`config.mk`:
```
export PLATFORM = sky130hd
export DESIGN_NAME = command_packet_framer_deframer_core
export DESIGN_NICKNAME = d
export VERILOG_FILES = /design/src/design/cpfd_pkg.sv /design/src/design/cpfd_front.sv /design/src/design/cpfd_queue.sv /design/src/design/cpfd_back.sv /design/src/design/command_packet_framer_deframer_core.sv
export VERILOG_INCLUDE_DIRS = /design/src /design/src/design
export SDC_FILE = /design/constraint.sdc
export NUM_CORES = 1
export LEC_CHECK = 0
export ABC_CLOCK_PERIOD_IN_PS = 12300
export BUFFER_PORTS_ARGS = -buffer_cell sky130_fd_sc_hd__buf_4
export CORE_MARGIN = 1.5
export CORE_UTILIZATION = 64
export CTS_CLUSTER_SIZE = 20
export DETAILED_ROUTE_END_ITERATION = 10
export GPL_TIMING_DRIVEN = 0
export PLACE_DENSITY = 0.85
export REMOVE_ABC_BUFFERS = 1
export SLEW_MARGIN = 20
export SYNTH_ARGS = -nofsm -noshare
export SYNTH_HDL_FRONTEND = slang
export SYNTH_SLANG_ARGS = --single-unit
```
`constraint.sdc`:
```
create_clock -name clk -period 12.3 [get_ports clk]
set_input_delay 2.46 -clock clk [delete_from_list [all_inputs] [get_ports clk]]
set_output_delay 2.46 -clock clk [all_outputs]
set_load 0.03 [all_outputs]
```
`src/design/assert_macros.svh`:
```
// assertion macros included by the rtl top level
`ifndef ASSERT_MACROS_SVH
`define ASSERT_MACROS_SVH

// property checked on every rising edge, off while reset is low
`define CPFD_ASSERT(label, clk, rst_n, prop, msg) \
    label: assert property (@(posedge clk) disable iff (!rst_n) (prop)) else $error(msg);

// property checked on every rising edge, reset included
`define CPFD_ASSERT_ALWAYS(label, clk, prop, msg) \
    label: assert property (@(posedge clk) (prop)) else $error(msg);

`endif

```
`src/design/cpfd_pkg.sv`:
```
// shared types and constants of the command packet framer and deframer
package cpfd_pkg;

    localparam logic [7:0] SYNC_BYTE      = 8'h0F;
    localparam logic [7:0] END_BYTE       = 8'h00;
    localparam int         PAYLOAD_LEN    = 12;
    localparam int         PKT_LEN        = 16;
    localparam int         QUEUE_DEPTH_DEF = 2;

    // input item
    typedef struct packed {
        logic        func;
        logic [7:0]  rx_byte;
        logic [7:0]  cmd_code;
        logic [63:0] payload_low;
        logic [31:0] payload_high;
    } item_t;

    // result item
    typedef struct packed {
        logic        kind;
        logic [7:0]  tx_byte;
        logic        last;
        logic [7:0]  resp_cmd;
        logic [63:0] resp_low;
        logic [31:0] resp_high;
    } result_t;

    // job handed from front to back: a frame to send or a response to report
    typedef struct packed {
        logic                        is_resp;
        logic [7:0]                  cmd;
        logic [PAYLOAD_LEN*8-1:0]    payload;
    } job_t;

    // queue status seen by both sides
    typedef struct packed {
        logic full;
        logic valid;
    } queue_status_t;

endpackage

```
`src/design/cpfd_front.sv`:
```
// front part: accepts items, tracks the receive search and checks packets
module cpfd_front (
    input  logic            clk,
    input  logic            rst_n,
    input  logic            item_valid,
    output logic            item_stall,
    input  cpfd_pkg::item_t item,
    input  logic            queue_full,
    output logic            push,
    output cpfd_pkg::job_t  push_job
);
    import cpfd_pkg::*;

    logic [3:0]                   count_reg, count_next;
    logic                         held_reg, held_next;
    logic [7:0]                   sent_cmd_reg, sent_cmd_next;
    logic [PAYLOAD_LEN-1:0][7:0]  sent_pl_reg, sent_pl_next;
    logic [7:0]                   sum_reg, sum_next;
    logic                         cmd_ok_reg, cmd_ok_next;
    logic                         cks_ok_reg, cks_ok_next;
    logic                         diff_reg, diff_next;
    logic [7:0]                   rx_cmd_reg;
    logic [PAYLOAD_LEN-1:0][7:0]  rx_pl_reg;

    logic       accept;
    logic       rx_take;
    logic [3:0] pidx;
    logic [7:0] sent_byte;
    logic       pkt_ok;

    assign item_stall = queue_full;
    assign accept     = item_valid && !queue_full;
    assign rx_take    = accept && !item.func && !held_reg;
    assign pidx       = count_reg - 4'd2;
    assign sent_byte  = (pidx < 4'(PAYLOAD_LEN)) ? sent_pl_reg[pidx] : 8'h00;
    assign pkt_ok     = (item.rx_byte == END_BYTE) && cmd_ok_reg && cks_ok_reg && diff_reg;

    // receive search, per byte checks and send capture
    always_comb
    begin
        count_next    = count_reg;
        held_next     = held_reg;
        sent_cmd_next = sent_cmd_reg;
        sent_pl_next  = sent_pl_reg;
        sum_next      = sum_reg;
        cmd_ok_next   = cmd_ok_reg;
        cks_ok_next   = cks_ok_reg;
        diff_next     = diff_reg;
        push          = 1'b0;
        push_job      = '0;
        if (accept && item.func)
        begin
            sent_cmd_next    = item.cmd_code;
            sent_pl_next     = {item.payload_high, item.payload_low};
            count_next       = 4'd0;
            held_next        = 1'b0;
            push             = 1'b1;
            push_job.is_resp = 1'b0;
            push_job.cmd     = item.cmd_code;
            push_job.payload = {item.payload_high, item.payload_low};
        end
        else if (rx_take)
        begin
            case (count_reg)
                4'd0:
                begin
                    if (item.rx_byte == SYNC_BYTE)
                    begin
                        count_next = 4'd1;
                    end
                end
                4'd1:
                begin
                    cmd_ok_next = (item.rx_byte == sent_cmd_reg);
                    sum_next    = item.rx_byte;
                    diff_next   = 1'b0;
                    count_next  = 4'd2;
                end
                4'd14:
                begin
                    cks_ok_next = (item.rx_byte == sum_reg);
                    count_next  = 4'd15;
                end
                4'd15:
                begin
                    count_next = 4'd0;
                    if (pkt_ok)
                    begin
                        held_next        = 1'b1;
                        push             = 1'b1;
                        push_job.is_resp = 1'b1;
                        push_job.cmd     = rx_cmd_reg;
                        push_job.payload = rx_pl_reg;
                    end
                end
                default:
                begin
                    sum_next   = sum_reg + item.rx_byte;
                    diff_next  = diff_reg || (item.rx_byte != sent_byte);
                    count_next = count_reg + 4'd1;
                end
            endcase
        end
    end

    // control and sent-packet state
    always_ff @(posedge clk or negedge rst_n)
    begin
        if (!rst_n)
        begin
            count_reg    <= 4'd0;
            held_reg     <= 1'b0;
            sent_cmd_reg <= 8'h00;
            sent_pl_reg  <= '0;
        end
        else
        begin
            count_reg    <= count_next;
            held_reg     <= held_next;
            sent_cmd_reg <= sent_cmd_next;
            sent_pl_reg  <= sent_pl_next;
        end
    end

    // running checks and received bytes
    always_ff @(posedge clk)
    begin
        sum_reg    <= sum_next;
        cmd_ok_reg <= cmd_ok_next;
        cks_ok_reg <= cks_ok_next;
        diff_reg   <= diff_next;
        if (rx_take && count_reg == 4'd1)
        begin
            rx_cmd_reg <= item.rx_byte;
        end
        if (rx_take && count_reg >= 4'd2 && count_reg <= 4'd13)
        begin
            rx_pl_reg[pidx] <= item.rx_byte;
        end
    end

endmodule

```
`src/design/cpfd_queue.sv`:
```
// short job queue between front and back
module cpfd_queue #(
    parameter int DEPTH = cpfd_pkg::QUEUE_DEPTH_DEF
) (
    input  logic                    clk,
    input  logic                    rst_n,
    input  logic                    push,
    input  cpfd_pkg::job_t          push_job,
    input  logic                    pop,
    output cpfd_pkg::job_t          head,
    output cpfd_pkg::queue_status_t status
);
    import cpfd_pkg::*;

    localparam int PW = (DEPTH > 1) ? $clog2(DEPTH) : 1;
    localparam int CW = $clog2(DEPTH + 1);

    job_t          mem_reg [DEPTH];
    logic [PW-1:0] wr_ptr_reg, wr_ptr_next;
    logic [PW-1:0] rd_ptr_reg, rd_ptr_next;
    logic [CW-1:0] fill_reg, fill_next;
    logic          do_push, do_pop;

    assign status.full  = (fill_reg == CW'(DEPTH));
    assign status.valid = (fill_reg != '0);
    assign head         = mem_reg[rd_ptr_reg];
    assign do_push      = push && !status.full;
    assign do_pop       = pop && status.valid;

    // pointer and fill update
    always_comb
    begin
        wr_ptr_next = wr_ptr_reg;
        rd_ptr_next = rd_ptr_reg;
        fill_next   = fill_reg;
        if (do_push)
        begin
            wr_ptr_next = (wr_ptr_reg == PW'(DEPTH - 1)) ? '0 : wr_ptr_reg + 1'b1;
        end
        if (do_pop)
        begin
            rd_ptr_next = (rd_ptr_reg == PW'(DEPTH - 1)) ? '0 : rd_ptr_reg + 1'b1;
        end
        if (do_push && !do_pop)
        begin
            fill_next = fill_reg + 1'b1;
        end
        else if (do_pop && !do_push)
        begin
            fill_next = fill_reg - 1'b1;
        end
    end

    always_ff @(posedge clk or negedge rst_n)
    begin
        if (!rst_n)
        begin
            wr_ptr_reg <= '0;
            rd_ptr_reg <= '0;
            fill_reg   <= '0;
        end
        else
        begin
            wr_ptr_reg <= wr_ptr_next;
            rd_ptr_reg <= rd_ptr_next;
            fill_reg   <= fill_next;
        end
    end

    // job storage
    always_ff @(posedge clk)
    begin
        if (do_push)
        begin
            mem_reg[wr_ptr_reg] <= push_job;
        end
    end

endmodule

```
`src/design/cpfd_back.sv`:
```
// back part: serializes send frames and reports responses through an output register
module cpfd_back (
    input  logic              clk,
    input  logic              rst_n,
    input  logic              job_valid,
    input  cpfd_pkg::job_t    job,
    output logic              pop,
    output logic              mid_frame,
    output logic              result_valid,
    input  logic              result_stall,
    output cpfd_pkg::result_t result
);
    import cpfd_pkg::*;

    logic [3:0] idx_reg, idx_next;
    logic [7:0] sum_reg, sum_next;
    logic       valid_reg, valid_next;
    result_t    result_reg, result_next;
    logic       load;
    logic [3:0] pi;
    logic [7:0] cur_byte;

    assign load         = job_valid && (!valid_reg || !result_stall);
    assign pi           = idx_reg - 4'd2;
    assign mid_frame    = (idx_reg != 4'd0);
    assign result_valid = valid_reg;
    assign result       = result_reg;

    // byte of the frame at the current position
    always_comb
    begin
        case (idx_reg)
            4'd0:    cur_byte = SYNC_BYTE;
            4'd1:    cur_byte = job.cmd;
            4'd14:   cur_byte = sum_reg;
            4'd15:   cur_byte = END_BYTE;
            default: cur_byte = job.payload[8*pi +: 8];
        endcase
    end

    // next output item, frame position and checksum
    always_comb
    begin
        idx_next    = idx_reg;
        sum_next    = sum_reg;
        result_next = result_reg;
        valid_next  = result_stall ? valid_reg : 1'b0;
        pop         = 1'b0;
        if (load)
        begin
            valid_next  = 1'b1;
            result_next = '0;
            if (job.is_resp)
            begin
                result_next.kind      = 1'b1;
                result_next.last      = 1'b1;
                result_next.resp_cmd  = job.cmd;
                result_next.resp_low  = job.payload[63:0];
                result_next.resp_high = job.payload[95:64];
                pop                   = 1'b1;
            end
            else
            begin
                result_next.tx_byte = cur_byte;
                result_next.last    = (idx_reg == 4'(PKT_LEN - 1));
                if (idx_reg == 4'd0)
                begin
                    sum_next = 8'h00;
                end
                else if (idx_reg <= 4'd13)
                begin
                    sum_next = sum_reg + cur_byte;
                end
                if (idx_reg == 4'(PKT_LEN - 1))
                begin
                    pop      = 1'b1;
                    idx_next = 4'd0;
                end
                else
                begin
                    idx_next = idx_reg + 4'd1;
                end
            end
        end
    end

    always_ff @(posedge clk or negedge rst_n)
    begin
        if (!rst_n)
        begin
            idx_reg   <= 4'd0;
            valid_reg <= 1'b0;
        end
        else
        begin
            idx_reg   <= idx_next;
            valid_reg <= valid_next;
        end
    end

    // payload registers
    always_ff @(posedge clk)
    begin
        sum_reg    <= sum_next;
        result_reg <= result_next;
    end

endmodule

```
`src/design/command_packet_framer_deframer_core.sv`:
```
// top level of the command packet framer and deframer
// result path: with the back part idle, an accepted item is written into the job queue,
// and the back part then loads its first result into the output register
// throughput: one item per cycle while the job queue has room; a send holds the back
// part for a whole frame (one byte per cycle unless stalled), a response for one item
// reset: asynchronous, clears the receive search, the held flag, the sent command
// and payload, the queue and the output valid; no clearing pass is needed
module command_packet_framer_deframer_core #(
    parameter int QUEUE_DEPTH = cpfd_pkg::QUEUE_DEPTH_DEF
) (
    input  logic              clk,
    input  logic              rst_n,
    input  logic              item_valid,
    output logic              item_stall,
    input  cpfd_pkg::item_t   item,
    output logic              result_valid,
    input  logic              result_stall,
    output cpfd_pkg::result_t result
);
    import cpfd_pkg::*;

    logic          push;
    job_t          push_job;
    logic          pop;
    job_t          head;
    queue_status_t q_status;
    logic          mid_frame;

    // item intake and receive checks
    cpfd_front u_front (
        .clk        (clk),
        .rst_n      (rst_n),
        .item_valid (item_valid),
        .item_stall (item_stall),
        .item       (item),
        .queue_full (q_status.full),
        .push       (push),
        .push_job   (push_job)
    );

    // job queue
    cpfd_queue #(
        .DEPTH (QUEUE_DEPTH)
    ) u_queue (
        .clk      (clk),
        .rst_n    (rst_n),
        .push     (push),
        .push_job (push_job),
        .pop      (pop),
        .head     (head),
        .status   (q_status)
    );

    // frame serializer and response reporting
    cpfd_back u_back (
        .clk          (clk),
        .rst_n        (rst_n),
        .job_valid    (q_status.valid),
        .job          (head),
        .pop          (pop),
        .mid_frame    (mid_frame),
        .result_valid (result_valid),
        .result_stall (result_stall),
        .result       (result)
    );

    `include "assert_macros.svh"

    // front never pushes into a full queue
    `CPFD_ASSERT(a_no_overflow, clk, rst_n, !(push && q_status.full), "push into full queue")
    // inside a frame the queue head is a send job
    `CPFD_ASSERT(a_frame_head, clk, rst_n,
        mid_frame |-> (q_status.valid && !head.is_resp), "frame without send job")
    // a new output item only comes from a queued job
    `CPFD_ASSERT(a_out_source, clk, rst_n,
        $rose(result_valid) |-> $past(q_status.valid), "output without job")

endmodule
```
==> impl_metrics.xml <==
<?xml version="1.0" encoding="UTF-8"?>
<metrics>
  <group name="synthesis">
    <metric name="top_reg_cell_synth" unit="">edfxtp_1</metric>
    <metric name="synth_area_leader_cell" unit="">edfxtp_1</metric>
    <metric name="synth.distinct_cells" unit="">53</metric>
    <metric name="yosys_warnings" unit="">0</metric>
    <metric name="synth.ff_latch_count" unit="">565</metric>
    <metric name="share_of_flip_flops_with_an_asynchronous_set_or_reset" unit="">0.209</metric>
    <metric name="synthesis.instances" unit="">1816</metric>
    <metric name="synth-seq-area-share" unit="">0.675</metric>
    <metric name="syn-mean-instance-area" unit="um^2">13.4</metric>
    <metric name="area_of_the_mapped_netlist" unit="um^2">24200</metric>
    <metric name="synth_enable_flop_cells" unit="">447</metric>
    <metric name="synth_area_leaders" unit="">edfxtp_1 (55%), dfrtp_1 (12%), nand2_1 (8.7%), mux4_2 (7.2%), mux2i_1 (4.7%)</metric>
    <metric name="synth_top_cell_area_share" unit="">0.554</metric>
  </group>
  <group name="timing">
    <metric name="timing_worst_slew_pin_value" unit="ns">1.15</metric>
    <metric name="period_minus_slack" unit="ns">5.34</metric>
    <metric name="rsz0062_at_grt" unit="">false</metric>
    <metric name="timing.final.setup_violations" unit="">0</metric>
    <metric name="period_share" unit="">0.434</metric>
    <metric name="clock_skew" unit="ns">0.0171</metric>
    <metric name="final_critical_path_setup_slack" unit="ns">6.96</metric>
    <metric name="timing.final.hold_violations" unit="">0</metric>
    <metric name="clock.fmax" unit="MHz">187</metric>
    <metric name="final-max-slew-violation-count" unit="">0</metric>
    <metric name="max_slew_margin" unit="">0.229</metric>
    <metric name="setup_total_negative_slack" unit="ns">0</metric>
  </group>
  <group name="cells_and_area">
    <metric name="fill_cells" unit="">2194</metric>
    <metric name="layout.area.seq" unit="um^2">16400</metric>
    <metric name="nets" unit="">2196</metric>
    <metric name="drive_above_1_share" unit="">0.221</metric>
    <metric name="largest_register_ffs" unit="">210</metric>
    <metric name="layout_commonest_cell" unit="">nand2_1</metric>
    <metric name="multi_input_area" unit="um^2">7490</metric>
    <metric name="area.growth.synth_to_final" unit="%">19.4</metric>
    <metric name="antennaDiodeCount" unit="">0</metric>
    <metric name="postLayoutCoreUtil" unit="">0.773</metric>
    <metric name="final_area" unit="um^2">29000</metric>
    <metric name="most_frequent_cells_in_the_layout" unit="">nand2_1 (564), edfxtp_1 (447), buf_4 (234)</metric>
  </group>
  <group name="clock_network">
    <metric name="cts_tree" unit="">yes</metric>
    <metric name="ctsHtreeMaxLevel" unit="">2</metric>
    <metric name="clockBufferDepth" unit="">3</metric>
    <metric name="cts.repair.resized" unit="">0</metric>
    <metric name="clk_latency" unit="ns">0.61</metric>
    <metric name="num_cts_buffers" unit="">54</metric>
    <metric name="post_cts_buffers" unit="">0</metric>
    <metric name="cts_num_sinks" unit="">565</metric>
    <metric name="cts_hold_buf" unit="">0</metric>
    <metric name="root_buffer" unit="">clkbuf_16</metric>
    <metric name="clk_pin_slew" unit="ns">0.06</metric>
  </group>
  <group name="global_route">
    <metric name="grtUsageTotal" unit="">0.334</metric>
    <metric name="grt_max_degree" unit="">67</metric>
    <metric name="grt_antenna_before_repair" unit="">2</metric>
    <metric name="via_count_of_the_first_global_routing_pass" unit="">16571</metric>
    <metric name="grt_pass1_wl" unit="mm">95.6</metric>
    <metric name="grt_remaining_overflow" unit="">0</metric>
  </group>
  <group name="drt">
    <metric name="detail-route-antenna-nets" unit="">0</metric>
    <metric name="detailedRoute.firstIterationViolations" unit="">1735</metric>
    <metric name="avgViaCountPerCell" unit="">6.18</metric>
    <metric name="via_count" unit="">16099</metric>
    <metric name="remaining_drc_errors" unit="">0</metric>
    <metric name="finalWirelength" unit="mm">63.1</metric>
    <metric name="wl_per_cell" unit="um">24.2</metric>
    <metric name="first_pass_iters" unit="">7</metric>
  </group>
  <group name="floorplan">
    <metric name="floorplan.initialDensity" unit="">0.647</metric>
    <metric name="core.rowCount" unit="">71</metric>
    <metric name="dieHeight" unit="um">198</metric>
    <metric name="io-pin-count" unit="">233</metric>
    <metric name="fp.dieArea" unit="um^2">39100</metric>
    <metric name="core_area" unit="um^2">37500</metric>
    <metric name="die-width" unit="um">198</metric>
  </group>
  <group name="placed_design">
    <metric name="hpwl" unit="mm">41.5</metric>
    <metric name="numPortBuffers" unit="">232</metric>
    <metric name="postPlaceCellArea" unit="um^2">27200</metric>
    <metric name="post-place-ws" unit="ns">6.65</metric>
    <metric name="gp_congestion" unit="">0.883</metric>
  </group>
  <group name="worst_setup_path">
    <metric name="reg2reg_slack" unit="ns">6.96</metric>
    <metric name="worst-endpoint-required" unit="ns">12.65</metric>
    <metric name="cp.arrival" unit="ns">5.69</metric>
    <metric name="end_kind" unit="">register</metric>
    <metric name="worstReg2RegStart" unit="">u_back.idx_reg[1]</metric>
    <metric name="timing_worst_setup_path_type" unit="">reg2reg</metric>
    <metric name="rr_endpoint" unit="">u_back.sum_reg[7]</metric>
    <metric name="cp-start-kind" unit="">register</metric>
    <metric name="critical_path.endpoint" unit="">u_back.sum_reg[7]</metric>
    <metric name="timing.critical_path.fanout_max" unit="">13</metric>
    <metric name="crit_path_start" unit="">u_back.idx_reg[1]</metric>
    <metric name="r2r_cells" unit="">15</metric>
  </group>
  <group name="outcome">
    <metric name="run_status" unit="">finished, final reports clean</metric>
  </group>
  <group name="min_path">
    <metric name="worstHoldPathType" unit="">reg2reg</metric>
    <metric name="hold_depth" unit="">2</metric>
  </group>
  <group name="flow_run">
    <metric name="max_cap_violation_count" unit="">0</metric>
  </group>
  <group name="power">
    <metric name="peak_vdd_ir" unit="mV">0.249</metric>
    <metric name="total_power" unit="W">0.00754</metric>
    <metric name="power.density" unit="nW/um^2">260</metric>
    <metric name="power_leakage" unit="nW">12.0</metric>
  </group>
</metrics>
how the worst min path moves through the flow:
stage	start	end	slack, ns
finish	u_front.sent_pl_reg[10]	u_front.sent_pl_reg[10]	0.47
global route	u_front.sent_pl_reg[6]	u_front.sent_pl_reg[6]	0.49
CTS	u_front.sent_pl_reg[11]	u_front.sent_pl_reg[11]	0.48
detailed placement	u_front.sent_pl_reg[11]	u_front.sent_pl_reg[11]	0.46
global placement	u_front.sent_pl_reg[47]	u_front.sent_pl_reg[47]	0.45
floorplan	u_front.sent_pl_reg[0]	u_front.sent_pl_reg[0]	0.44
where the power goes:
part / switching [W] / internal [W] / total [W]
logic: 0.00169 / 0.00119 / 0.00288
registers: 0.000302 / 0.00266 / 0.00296
clock network: 0.000728 / 0.000974 / 0.00170
total: 0.00272 / 0.00482 / 0.00754
cells in the mapped netlist (4+ instances only):
master	instances
a21o_1	5
nor2b_1	7
and2_1	11
xor2_1	12
clkbuf_1	56
edfxtp_1	447
o22a_1	4
xnor2_1	33
nor2_1	143
mux4_2	78
dfrtp_1	118
mux2i_1	114
a31oi_1	4
ha_1	29
inv_1	22
nand2_1	564
a21oi_1	18
o21ai_0	28
nand3_1	11
buf_2	20
buf_1	10
and3_1	4
buf_4	6
nor3_1	17
nand2b_1	6
nor4_1	8
critical path, cell delays in order, from the launching register on:
cell	delay, ns
dfrtp_2	0.68
inv_2	0.29
ha_1	0.29
xnor2_1	0.87
nand2b_1	0.52
o21ai_0	0.28
o22ai_1	0.40
inv_1	0.11
ha_1	0.32
a21o_1	0.18
a21oi_1	0.23
o21ai_0	0.15
o41ai_1	0.32
xor2_1	0.22
xnor2_1	0.14
nor2_1	0.06
cell type report:
| cell class | count | share of cell area |
|---|---|---|
| flip-flops and latches | 565 | 0.566 |
| well taps | 511 | 0.0221 |
| multi-input cells | 1135 | 0.259 |
| repair buffers | 269 | 0.0883 |
| clock buffers | 66 | 0.0493 |
| inverters | 23 | 0.00298 |
| clock inverters | 36 | 0.0128 |
through the flow:
step	cells	hold WS (ns)
global placement	2466	0.454
detailed placement	2503	0.461
global route	2605	0.491
finish	2605	0.473
floorplan	1723	0.440
CTS	2605	0.476
per-layer routing:
metal | vias up | track usage | wire length, um
met2 | 976 | 0.547 | 31000
met1 | 7970 | 0.430 | 22900
met5 | - | 0 | 19
met4 | 4 | 0.165 | 3080
li1 | 6925 | - | -
met3 | 224 | 0.0673 | 6040
logic make-up (layout without fill, tap and decap cells):
family	after synthesis	after routing	share of synthesized area
simple gates	783	783	0.128
fa+ha+maj	31	31	0.0166
flops	565	565	0.675
mux	196	196	0.123
xor+xnor	45	45	0.0163
compound gates	80	80	0.0205
buf+inv	116	394	0.0202
Power figures use the tool's default switching activity.
